==> config.mk <==
export PLATFORM = sky130hd
export DESIGN_NAME = gregorian_date_difference_days_top
export DESIGN_NICKNAME = d
export VERILOG_FILES = /design/src/rtl/gdd_pkg.sv /design/src/rtl/gdd_day_number.sv /design/src/rtl/gdd_count.sv /design/src/rtl/gregorian_date_difference_days_top.sv
export SDC_FILE = /design/constraint.sdc
export NUM_CORES = 1
export LEC_CHECK = 0
export ABC_AREA = 1
export BUFFER_PORTS_ARGS = -buffer_cell sky130_fd_sc_hd__buf_2
export CAP_MARGIN = 20
export CELL_PAD_IN_SITES_DETAIL_PLACEMENT = 1
export CELL_PAD_IN_SITES_GLOBAL_PLACEMENT = 1
export CORE_UTILIZATION = 46
export DETAILED_ROUTE_END_ITERATION = 16
export GPL_TIMING_DRIVEN = 0
export PLACE_DENSITY_LB_ADDON = 0.1
export SYNTH_ARGS = -nofsm -noshare
export SYNTH_HDL_FRONTEND = slang
export SYNTH_HIERARCHICAL = 1
export SYNTH_SLANG_ARGS = --single-unit
==> constraint.sdc <==
create_clock -name aclk -period 13.52 [get_ports aclk]
set_clock_uncertainty 0.1 [all_clocks]
set_input_delay 2.704 -clock aclk [delete_from_list [all_inputs] [get_ports aclk]]
set_output_delay 2.704 -clock aclk [all_outputs]
set_load 0.005 [all_outputs]
==> src/rtl/gdd_pkg.sv <==
package gdd_pkg;

    localparam int YEAR_W     = 14;
    localparam int MONTH_W    = 4;
    localparam int DAY_W      = 5;
    localparam int COUNT_W    = 22;
    localparam int DAYNUM_W   = 23;
    localparam int IN_TDATA_W = 48;
    localparam int OUT_TDATA_W = 24;

    localparam logic [YEAR_W-1:0]  MAX_YEAR  = 14'd9999;
    localparam logic [COUNT_W-1:0] COUNT_MAX = {COUNT_W{1'b1}};

    localparam logic [MONTH_W-1:0] MONTH_JAN = 4'd1;
    localparam logic [MONTH_W-1:0] MONTH_FEB = 4'd2;
    localparam logic [MONTH_W-1:0] MONTH_DEC = 4'd12;

    typedef struct packed {
        logic                ok;
        logic [DAYNUM_W-1:0] num;
    } date_num_t;

    // 400/100/4 rule, divide by 25 through a reciprocal
    function automatic logic is_leap(input logic [YEAR_W-1:0] year);
        logic [11:0] quarter;
        logic [22:0] prod;
        logic [7:0]  q25;
        logic        by25;
        logic        by4;
        quarter = year[YEAR_W-1:2];
        prod    = 23'(quarter) * 23'd1311;
        q25     = prod[22:15];
        by25    = (quarter == 12'(q25) * 12'd25);
        by4     = (year[1:0] == 2'b00);
        return ((year[3:0] == 4'b0000) && by25) || (by4 && !by25);
    endfunction

    function automatic logic [DAY_W-1:0] month_len(input logic [MONTH_W-1:0] month,
                                                   input logic leap);
        logic [DAY_W-1:0] len;
        case (month) inside
            MONTH_FEB:                 len = leap ? 5'd29 : 5'd28;
            4'd4, 4'd6, 4'd9, 4'd11:   len = 5'd30;
            default:                   len = 5'd31;
        endcase
        return len;
    endfunction

    // days before the month, counting the year from march
    function automatic logic [8:0] month_offset(input logic [MONTH_W-1:0] month);
        logic [8:0] offs;
        case (month)
            4'd3:    offs = 9'd0;
            4'd4:    offs = 9'd31;
            4'd5:    offs = 9'd61;
            4'd6:    offs = 9'd92;
            4'd7:    offs = 9'd122;
            4'd8:    offs = 9'd153;
            4'd9:    offs = 9'd184;
            4'd10:   offs = 9'd214;
            4'd11:   offs = 9'd245;
            4'd12:   offs = 9'd275;
            4'd1:    offs = 9'd306;
            4'd2:    offs = 9'd337;
            default: offs = 9'd0;
        endcase
        return offs;
    endfunction

endpackage

==> src/rtl/gdd_day_number.sv <==
module gdd_day_number (
    input  logic [gdd_pkg::YEAR_W-1:0]  year,
    input  logic [gdd_pkg::MONTH_W-1:0] month,
    input  logic [gdd_pkg::DAY_W-1:0]   day,
    output gdd_pkg::date_num_t          result
);
    import gdd_pkg::*;

    logic               leap;
    logic [DAY_W-1:0]   len;
    logic [14:0]        adj_year;
    logic [12:0]        q4;
    logic [23:0]        q100_prod;
    logic [7:0]         q100;
    logic [5:0]         q400;

    always_comb begin
        leap      = is_leap(year);
        len       = month_len(month, leap);
        adj_year  = 15'(year) + 15'd400 - ((month <= MONTH_FEB) ? 15'd1 : 15'd0);
        q4        = adj_year[14:2];
        q100_prod = 24'(q4) * 24'd1311;
        q100      = q100_prod[22:15];
        q400      = q100[7:2];

        result.ok  = (year <= MAX_YEAR) && (month >= MONTH_JAN) && (month <= MONTH_DEC)
                     && (day != '0) && (day <= len);
        result.num = DAYNUM_W'(adj_year) * 23'd365 + DAYNUM_W'(q4) - DAYNUM_W'(q100)
                     + DAYNUM_W'(q400) + DAYNUM_W'(month_offset(month))
                     + DAYNUM_W'(day) - 23'd1;
    end

endmodule

==> src/rtl/gdd_count.sv <==
module gdd_count (
    input  gdd_pkg::date_num_t           start_num,
    input  gdd_pkg::date_num_t           end_num,
    input  logic                         include_end_day,
    output logic [gdd_pkg::COUNT_W-1:0]  day_count,
    output logic                         date_invalid
);
    import gdd_pkg::*;

    logic [DAYNUM_W-1:0] diff;
    logic [DAYNUM_W:0]   total;

    always_comb begin
        diff  = (end_num.num > start_num.num) ? (end_num.num - start_num.num) : '0;
        total = {1'b0, diff} + (DAYNUM_W + 1)'(include_end_day);

        date_invalid = !(start_num.ok && end_num.ok);
        if (date_invalid) begin
            day_count = '0;
        end else if (total > (DAYNUM_W + 1)'(COUNT_MAX)) begin
            day_count = COUNT_MAX;
        end else begin
            day_count = total[COUNT_W-1:0];
        end
    end

endmodule

==> src/rtl/gregorian_date_difference_days_top.sv <==
// Days between two Gregorian dates. Each input item carries a start and an end
// date; the result is the day count from start to end (0 when the start is not
// before the end), plus one when include_end_day is set. A month outside 1 to
// 12, a day outside the month, or a year above 9999 gives date_invalid with a
// count of 0. One item is accepted per cycle unless the output is stalled by m_tready:
// the item is captured in an input register, both dates go through the
// closed-form day-number logic in one pass, and the count lands in the output
// register. Write include_end_day only while no item is in flight.
module gregorian_date_difference_days_top (
    input  logic                             aclk,
    input  logic                             aresetn,
    input  logic                             cfg_wen,
    input  logic                             cfg_wdata,   // include_end_day
    input  logic                             s_tvalid,
    output logic                             s_tready,
    // start_year, start_month, start_day, end_year, end_month, end_day
    input  logic [gdd_pkg::IN_TDATA_W-1:0]   s_tdata,
    output logic                             m_tvalid,
    input  logic                             m_tready,
    output logic [gdd_pkg::OUT_TDATA_W-1:0]  m_tdata,     // day_count
    output logic                             m_tuser      // date_invalid
);
    import gdd_pkg::*;

    logic                   include_end_day_reg;
    logic                   in_valid_reg;
    logic                   in_valid_next;
    logic [IN_TDATA_W-1:0]  in_data_reg;
    logic                   out_valid_reg;
    logic                   out_valid_next;
    logic [COUNT_W-1:0]     out_count_reg;
    logic                   out_invalid_reg;
    logic                   out_ready;
    logic                   in_ready;
    logic                   out_load;

    date_num_t              start_num;
    date_num_t              end_num;
    logic [COUNT_W-1:0]     count_calc;
    logic                   invalid_calc;

    always_comb begin
        out_ready      = !out_valid_reg || m_tready;
        in_ready       = !in_valid_reg || out_ready;
        out_load       = out_ready && in_valid_reg;
        in_valid_next  = in_ready ? s_tvalid : in_valid_reg;
        out_valid_next = out_ready ? in_valid_reg : out_valid_reg;
    end

    always_ff @(posedge aclk) begin
        if (!aresetn) begin
            include_end_day_reg <= 1'b0;
            in_valid_reg        <= 1'b0;
            out_valid_reg       <= 1'b0;
        end else begin
            if (cfg_wen) begin
                include_end_day_reg <= cfg_wdata;
            end
            in_valid_reg  <= in_valid_next;
            out_valid_reg <= out_valid_next;
        end
    end

    always_ff @(posedge aclk) begin
        if (in_ready && s_tvalid) begin
            in_data_reg <= s_tdata;
        end
        if (out_load) begin
            out_count_reg   <= count_calc;
            out_invalid_reg <= invalid_calc;
        end
    end

    gdd_day_number u_start (
        .year   (in_data_reg[13:0]),
        .month  (in_data_reg[17:14]),
        .day    (in_data_reg[22:18]),
        .result (start_num)
    );

    gdd_day_number u_end (
        .year   (in_data_reg[36:23]),
        .month  (in_data_reg[40:37]),
        .day    (in_data_reg[45:41]),
        .result (end_num)
    );

    gdd_count u_count (
        .start_num       (start_num),
        .end_num         (end_num),
        .include_end_day (include_end_day_reg),
        .day_count       (count_calc),
        .date_invalid    (invalid_calc)
    );

    assign s_tready = in_ready;
    assign m_tvalid = out_valid_reg;
    assign m_tdata  = {{(OUT_TDATA_W - COUNT_W){1'b0}}, out_count_reg};
    assign m_tuser  = out_invalid_reg;

endmodule

==> impl_metrics.yaml, run 1 <==
run_status:
  outcome: "finished clean"
clocking:
  clockBufferDepth: 2
  cts_root_buffer: "clkbuf_16"
  cts_sinks: 72
  cts_buffers: 9
  path_clk_slew_ps: 90
  clock_latency_ps: 400
  cts_tree: "built"
  htreeDepth: 3
synth:
  synth_seq_area_share: 0.07377
  synth_cells: 3470
  synth_most_common_cell: "inv_1"
  yosys-top-cells-area: "ha_1, fa_1, inv_1"
  synth_edf_count: 69
  async_flop_share: 0
  yosysTopAreaCell: "ha_1"
  ys_ff_latch: 72
  syn_area_per_cell_sq_um: 8.329
  ys_types: 69
  yosys-top-cells-count: "inv_1, ha_1, nand2_1, fa_1, nor2_1"
  ys_warn_count: 6
  synthFlopType: "edfxtp_1"
  synth_area_sq_um: 28900
  netlist.area_leader.share: 0.2862
flow_run:
  cap_violations: 0
finish:
  syn_to_final_growth_pct: 16.61
  largest_register_ffs: 46
  drive_gt1_frac: 0.1613
  final_area_sq_um: 33700
  nNetsFinal: 4803
  fin_util: 0.5441
worst_setup_path:
  endpoint_kind: "register"
  critical_path.top_delay_family: "adder cells"
  cpMostUsedCell: "inv_2"
  crit_fanout: 6
  path_buf_inv: 17
  critPathKind: "reg -> reg"
  slowest_stage: "fa_1"
  arrival_ps: 13390
  start_kind: "register"
  max_stage_delay_ps: 550
  required_ps: 13540
place:
  dpl_worst_slack_ps: -2407
  io_buffer_count: 76
  gp_congestion: 0.9037
  postPlaceCellArea_sq_um: 30450
  hpwl_um: 71120
detailed_routing:
  num_vias: 23610
  wl_per_cell_um: 18.95
  drt-total-wl_um: 86370
  drt_first_pass_iters: 5
  viasPerCell: 5.180
  drt_iter0_markers: 734
  detail-route-antenna-nets: 0
  drc_errors: 0
timing:
  max_slew_margin: 0.3414
  fmax_mhz: 74.79
  fin_crit_sh: 0.9889
  rsz0062_at_grt: "yes"
  drv_slew: 0
  tightest_slew_ps: 987.1
  fin_ws_ps: 149.4
  post-route-min-period_ps: 13370
  finalHoldViolCount: 0
  setup_viol: 0
global_route:
  grt_start_max_net_pins: 30
  antenna_found_initial: 1
  gr-usage-all-layers: 0.2756
  grt_pass1_wl_um: 138100
  grt-ovfl-total: 0
  grt_pass1_vias: 26650
floorplan:
  core_sq_um: 61940
  initial_core_util: 0.4666
  dieArea_sq_um: 63830
  die_y_um: 252.7
  die_x_um: 252.7
  row_count: 91
  pin_count: 81
min_path:
  hold_class: "reg -> reg"
-- metrics by stage --
stage	setup TNS (ps)	instances	hold WS, ps
CTS	0	4510	413.4
floorplan	0	3471	360.8
finish	0	4558	407.5
global placement	-46200	4384	372.0
global route	-8594	4558	440.7
detailed placement	-52100	4394	401.1
-- layout by cell type (no fill, tap or decap), drive strengths merged, types with 3 or more instances in the layout --
| cell type | count |
|---|---|
| nand3b | 9 |
| a21boi | 7 |
| and2 | 7 |
| o211ai | 6 |
| o21bai | 10 |
| clkinvlp | 7 |
| a21o | 9 |
| a221oi | 4 |
| o21ai | 83 |
| dfxtp | 3 |
| a21oi | 175 |
| xor2 | 98 |
| bufinv | 4 |
| nand3 | 146 |
| or2 | 10 |
| edfxtp | 69 |
| and3 | 3 |
| nand2 | 544 |
| nand4 | 40 |
| fa | 373 |
| xnor2 | 40 |
| nor4 | 8 |
| inv | 886 |
| clkinv | 3 |
| o21a | 4 |
| ha | 661 |
| nor3 | 33 |
| nor2 | 188 |
| o31ai | 9 |
| o22ai | 7 |
| buf | 241 |
| clkbuf | 11 |
| a31oi | 6 |
-- logic make-up (layout without fill, tap and decap cells) --
group	Yosys count	count (layout)	synth area share
xor+xnor	138	138	0.04260
buf+inv	904	1153	0.1198
simple gates	991	991	0.1501
compound gates	330	330	0.06905
fa+ha+maj	1034	1034	0.5445
flops	72	72	0.07377
other cells	1	3	0.0001298
-- per-layer routing --
layer,wire length [um],vias to the layer above,global-route usage
met4,1990,0,0.06892
met1,37880,11870,0.3394
met2,44700,279,0.5097
li1,-,11370,-
met3,1796,97,0.02801
met5,0,-,0
-- cell type report --
type,instances,area (sq um)
fillers,7412,28240
multi-input cells,2495,24990
inverters,895,3403
flip-flops and latches,72,2132
repair buffers,234,1678
well taps,837,1047
clock buffers,11,232.7
clock inverters,5,128.9
plain buffers,8,91.34
diodes,1,2.502
-- what timing repair did --
action | in CTS | in global routing
endpoints found under the setup margin | 22 | 22
setup buffers | 99 | 50
cloned | 2 | 0
hold buffers | 0 | 0
gates resized for setup | 231 | 114
pin swaps | 104 | 101
-- tightest hold or removal path: stages, from the launching register on --
cell and delay (ps):
dfxtp_1 330, nand3_2 100, a21oi_2 50
-- worst paths after layout --
check	start	to	slack [ps]	cells past startpoint
max	in_data_reg[37]	out_count_reg[9]	150	76
min	in_valid_reg	in_valid_reg	410	2
max reg2reg	in_data_reg[37]	out_count_reg[9]	150	76
min reg2reg	in_valid_reg	in_valid_reg	410	2
Power of run 1 is not shown: default switching activity piles up to over one toggle a cycle in this logic, so the estimate is an artifact.
==> run 2: changes to the inputs <==
Settings changed: CORE_MARGIN set to 5.
==> impl_metrics.yaml, run 2 (synthesis results as in run 1) <==
timing:
  fin_ws_ps: -106.7
  post-route-min-period_ps: 13630
  tightest_slew_ps: 951.4
  fin_setup_tns_ps: -1926
  rsz0062_at_grt: "yes"
  drv_slew: 0
  finalHoldViolCount: 0
  setup_viol: 22
  max_slew_margin: 0.3626
  fmax_mhz: 73.39
  fin_crit_sh: 1.008
run_status:
  outcome: "finished with violations"
  violations: "negative setup slack"
floorplan:
  initial_core_util: 0.4666
  pin_count: 81
  row_count: 91
  die_y_um: 260.7
  core_sq_um: 61940
  dieArea_sq_um: 67940
  die_x_um: 260.7
worst_setup_path:
  max_stage_delay_ps: 570
  arrival_ps: 13760
  r2r_cells: 74
  slowest_stage: "fa_1"
  endpoint_kind: "register"
  r2r_setup_slack_ps: -110
  crit_fanout: 6
  crit-reg2reg-capture: "out_count_reg[8]"
  start_kind: "register"
  r2r_start: "in_data_reg[39]"
  required_ps: 13650
  cpMostUsedCell: "fa_1"
  critPathKind: "reg -> reg"
clocking:
  htreeDepth: 3
  cts_buffers: 9
  clock_latency_ps: 410
  ctsHoldBuffers: 0
  cts_sinks: 72
  path_clk_slew_ps: 100
  clockBufferDepth: 2
  cts_tree: "built"
  cts_root_buffer: "clkbuf_16"
detailed_routing:
  drt-total-wl_um: 87770
  viasPerCell: 5.226
  drt_iter0_markers: 852
  num_vias: 23740
  detail-route-antenna-nets: 0
  wl_per_cell_um: 19.32
  drt_first_pass_iters: 5
  drc_errors: 0
flow_run:
  cap_violations: 0
place:
  gp_congestion: 0.8945
  place_inst: 4393
  hpwl_um: 70820
  io_buffer_count: 76
global_route:
  gr-usage-all-layers: 0.2616
  grt_start_max_net_pins: 30
  grt_pass1_wl_um: 140900
  grt_pass1_vias: 26970
  antenna_found_initial: 1
  grt-ovfl-total: 0
min_path:
  worstHoldStart: "in_valid_reg"
  whs_endpoint: "in_valid_reg"
  min_path_cells: 2
  hold_class: "reg -> reg"
finish:
  instances_no_fill: 4543
  fillers: 7416
  layout_commonest_cell: "inv_1"
  nNetsFinal: 4789
  largest_register_ffs: 46
  drive_gt1_frac: 0.1482
  layout_common_cells: "inv_1, ha_1, nand2_1, fa_1, nor2_1"
  syn_to_final_growth_pct: 15.37
[run 2: changes by cell type in the layout (fill, tap and decap cells not counted), sizes merged]
cell,change
buf,-14
clkbuf,-2
bufinv,-2
inv,+2
clkinv,+1
[run 2: area by class of cell]
cell class / instances / area, sq um / share of cell area
Multi-Input combinational cell: 2495 / 24790 / 0.7433
Inverter: 895 / 3395 / 0.1018
Sequential cell: 72 / 2132 / 0.06394
Timing Repair Buffer: 220 / 1580 / 0.04739
Tap cell: 837 / 1047 / 0.03141
Clock buffer: 9 / 225.2 / 0.006754
Buffer: 8 / 91.34 / 0.002739
Clock inverter: 6 / 85.08 / 0.002552
Antenna cell: 1 / 2.502 / 0.00007505
[run 2: how the worst max path moves through the flow]
stage	from	endpoint	slack, ps	depth (start not counted)
floorplan	in_data_reg[37]	out_count_reg[9]	8	71
global placement	in_data_reg[15]	out_count_reg[10]	-2050	77
detailed placement	in_data_reg[14]	out_count_reg[11]	-2420	78
CTS	in_data_reg[38]	out_count_reg[8]	80	76
global route	in_data_reg[39]	out_count_reg[13]	-750	76
finish	in_data_reg[39]	out_count_reg[8]	-110	74
[run 2: worst max-delay path: cells and delay by family (launching register included)]
| family | cells | cell delay, ps |
|---|---|---|
| buffers and inverters | 17 | 1540 |
| flip-flops | 1 | 420 |
| adder cells (fa/ha/maj) | 18 | 6730 |
| AO/OA/AOI/OAI | 10 | 1510 |
| XOR/XNOR | 2 | 440 |
| AND/OR/NAND/NOR | 27 | 2670 |
[run 2: routing by layer]
| layer | global-route usage | up-vias | part of all wire |
|---|---|---|---|
| met5 | 0 | - | 0 |
| met1 | 0.3327 | 11900 | 0.44 |
| met3 | 0.02990 | 145 | 0.028 |
| li1 | - | 11340 | - |
| met4 | 0.07940 | 0 | 0.032 |
| met2 | 0.4680 | 359 | 0.50 |
[run 2: stage by stage]
step / util / hold WS, ps / worst slack (ps) / area (sq um)
2_1_floorplan: - / 360.8 / 8.280 / 28910
4_1_cts: 0.5304 / 423.1 / 75.28 / 32850
5_1_grt: 0.5383 / 436.3 / -748.9 / 33340
3_5_place_dp: 0.4916 / 408.9 / -2421 / 30450
6_report: 0.5383 / 412.5 / -106.7 / 33340
3_3_place_gp: 0.4897 / 372.4 / -2052 / 30330
[run 2: repair_timing]
action / CTS / global route
resized for setup: 226 / 58
gates cloned: 2 / 0
setup buffers: 104 / 30
endpoints found under the setup margin: 22 / 22
pin swaps: 102 / 66
Power of run 2 is left out for the same reason.
==> run 3: changes to the inputs <==
Settings changed: REMOVE_ABC_BUFFERS set to 1, SYNTH_HIERARCHICAL 1 to not set.
==> impl_metrics.yaml, run 3 <==
synth:
  ys_types: 61
  yosysTopAreaCell: "ha_1"
  yosys-top-cells-count: "inv_1, ha_1, nand2_1, fa_1, a21oi_1"
  synth_most_common_cell: "inv_1"
  yosys-top-cells-area: "ha_1, fa_1, inv_1"
  synth_seq_area_share: 0.08939
  synth_edf_count: 69
  async_flop_share: 0
  synthFlopType: "edfxtp_1"
  syn_area_per_cell_sq_um: 8.810
  netlist.area_leader.share: 0.2921
  ys_warn_count: 0
  ys_ff_latch: 90
  synth_cells: 3165
  synth_area_sq_um: 27880
run_status:
  outcome: "finished with violations"
  violations: "negative setup slack"
timing:
  setup_viol: 22
  fin_crit_sh: 1.011
  fmax_mhz: 73.15
  max_slew_margin: 0.3472
  rsz0062_at_grt: "yes"
  drv_slew: 0
  fin_ws_ps: -150.5
  tightest_slew_ps: 974.4
  post-route-min-period_ps: 13670
  finalHoldViolCount: 0
global_route:
  gr-usage-all-layers: 0.2402
  antenna_found_initial: 0
  grt_pass1_vias: 24570
  grt_pass1_wl_um: 127600
  grt_start_max_net_pins: 33
  grt-ovfl-total: 0
finish:
  layout_common_cells: "inv_1, ha_1, nand2_1, fa_1, buf_4"
  nNetsFinal: 4482
  fin_util: 0.5390
  num_antenna_cells: 0
  syn_to_final_growth_pct: 16.46
  layout_commonest_cell: "inv_1"
  fillers: 6919
  instances_no_fill: 4191
  drive_gt1_frac: 0.1622
min_path:
  hold_class: "reg -> reg"
detailed_routing:
  drt_first_pass_iters: 5
  detail-route-antenna-nets: 0
  drt_iter0_markers: 663
  drt-total-wl_um: 79320
  viasPerCell: 5.187
  wl_per_cell_um: 18.93
  num_vias: 21740
  drc_errors: 0
worst_setup_path:
  critical_path.top_delay_family: "adder cells"
  start_kind: "register"
  arrival_ps: 13790
  cpMostUsedCell: "fa_1"
  path_buf_inv: 13
  max_stage_delay_ps: 570
  endpoint_kind: "register"
  crit_fanout: 6
  critPathKind: "reg -> reg"
  slowest_stage: "fa_1"
  required_ps: 13640
clocking:
  path_clk_slew_ps: 100
  cts_root_buffer: "clkbuf_16"
  cts_sinks: 90
  cts_tree: "built"
  htreeDepth: 3
  cts_buffers: 9
  ctsHoldBuffers: 0
  clockBufferDepth: 2
  clock_latency_ps: 400
floorplan:
  initial_core_util: 0.4628
  dieArea_sq_um: 65640
  die_y_um: 256.2
  die_x_um: 256.2
  row_count: 90
  pin_count: 81
  core_sq_um: 60250
place:
  hpwl_um: 65180
  gp_congestion: 0.9018
  io_buffer_count: 76
  place_inst: 4021
flow_run:
  cap_violations: 0
[run 3: cell types whose count changed after synthesis, sizes merged, moves of 8 or more]
cell	before	now
ha	661	651
dfxtp	3	21
inv	894	797
nand3	146	91
o211ai	6	14
nand2	544	429
o21ai	83	93
xnor2	40	61
nor2	188	128
[run 3: metrics by stage]
stage          cell area [sq um]  setup slack (ps)  TNS (ps)  hold WS [ps]
6_report                   32470            -150.5     -2981         417.4
2_1_floorplan              27810            -873.7    -18620         347.3
5_1_grt                    32470            -721.3    -15280         458.3
3_5_place_dp               29310             -3687    -79780         404.6
3_3_place_gp               29170             -3303    -71420         354.7
4_1_cts                    31310            -319.8     -6641         422.8
[run 3: metal layers]
| metal | vias to the layer above | wire length [um] | track usage |
|---|---|---|---|
| met3 | 84 | 1394 | 0.01751 |
| met5 | - | 0 | 0 |
| met1 | 10960 | 34980 | 0.3070 |
| met4 | 0 | 1898 | 0.05757 |
| met2 | 210 | 41040 | 0.4437 |
| li1 | 10490 | - | - |
[run 3: worst paths after layout]
check             startpoint  cells after the start                end  slack [ps]
min reg2reg     in_valid_reg                      2           m_tvalid         420
min             in_valid_reg                      2           m_tvalid         420
max reg2reg  in_data_reg[16]                     67  out_count_reg[16]        -150
max          in_data_reg[16]                     67  out_count_reg[16]        -150
[run 3: tightest hold or removal path: cells and delay by family, from the launching register on]
| family | cells | cell delay, ps |
|---|---|---|
| buffers and inverters | 1 | 80 |
| AOI/OAI and AO/OA | 1 | 70 |
| DFF | 1 | 330 |
[run 3: repair_timing]
| action | in CTS | in global routing |
|---|---|---|
| endpoints found under the setup margin | 22 | 22 |
| cloned | 4 | 0 |
| buffers inserted | 83 | 68 |
| resized for setup | 193 | 143 |
| pin swaps | 77 | 116 |
[run 3: logic make-up (layout without fill, tap and decap cells)]
logic type | Yosys count | count (layout) | share of synthesized area
fa+ha+maj | 1024 | 1024 | 0.5599
buf+inv | 806 | 1045 | 0.1100
simple gates | 751 | 755 | 0.1214
compound gates | 336 | 336 | 0.06884
xor+xnor | 157 | 157 | 0.05030
flops | 90 | 90 | 0.08939
other cells | 1 | 2 | 0.0001345
[run 3: final cells by class]
type / instances / area, sq um / share of cell area
multi-input cells: 2274 / 23970 / 0.7382
inverters: 797 / 3032 / 0.09336
flip-flops and latches: 90 / 2492 / 0.07675
repair buffers: 232 / 1679 / 0.05171
well taps: 782 / 978.4 / 0.03013
clock buffers: 9 / 225.2 / 0.006936
clock inverters: 7 / 95.09 / 0.002928
Power of run 3 is left out for the same reason.
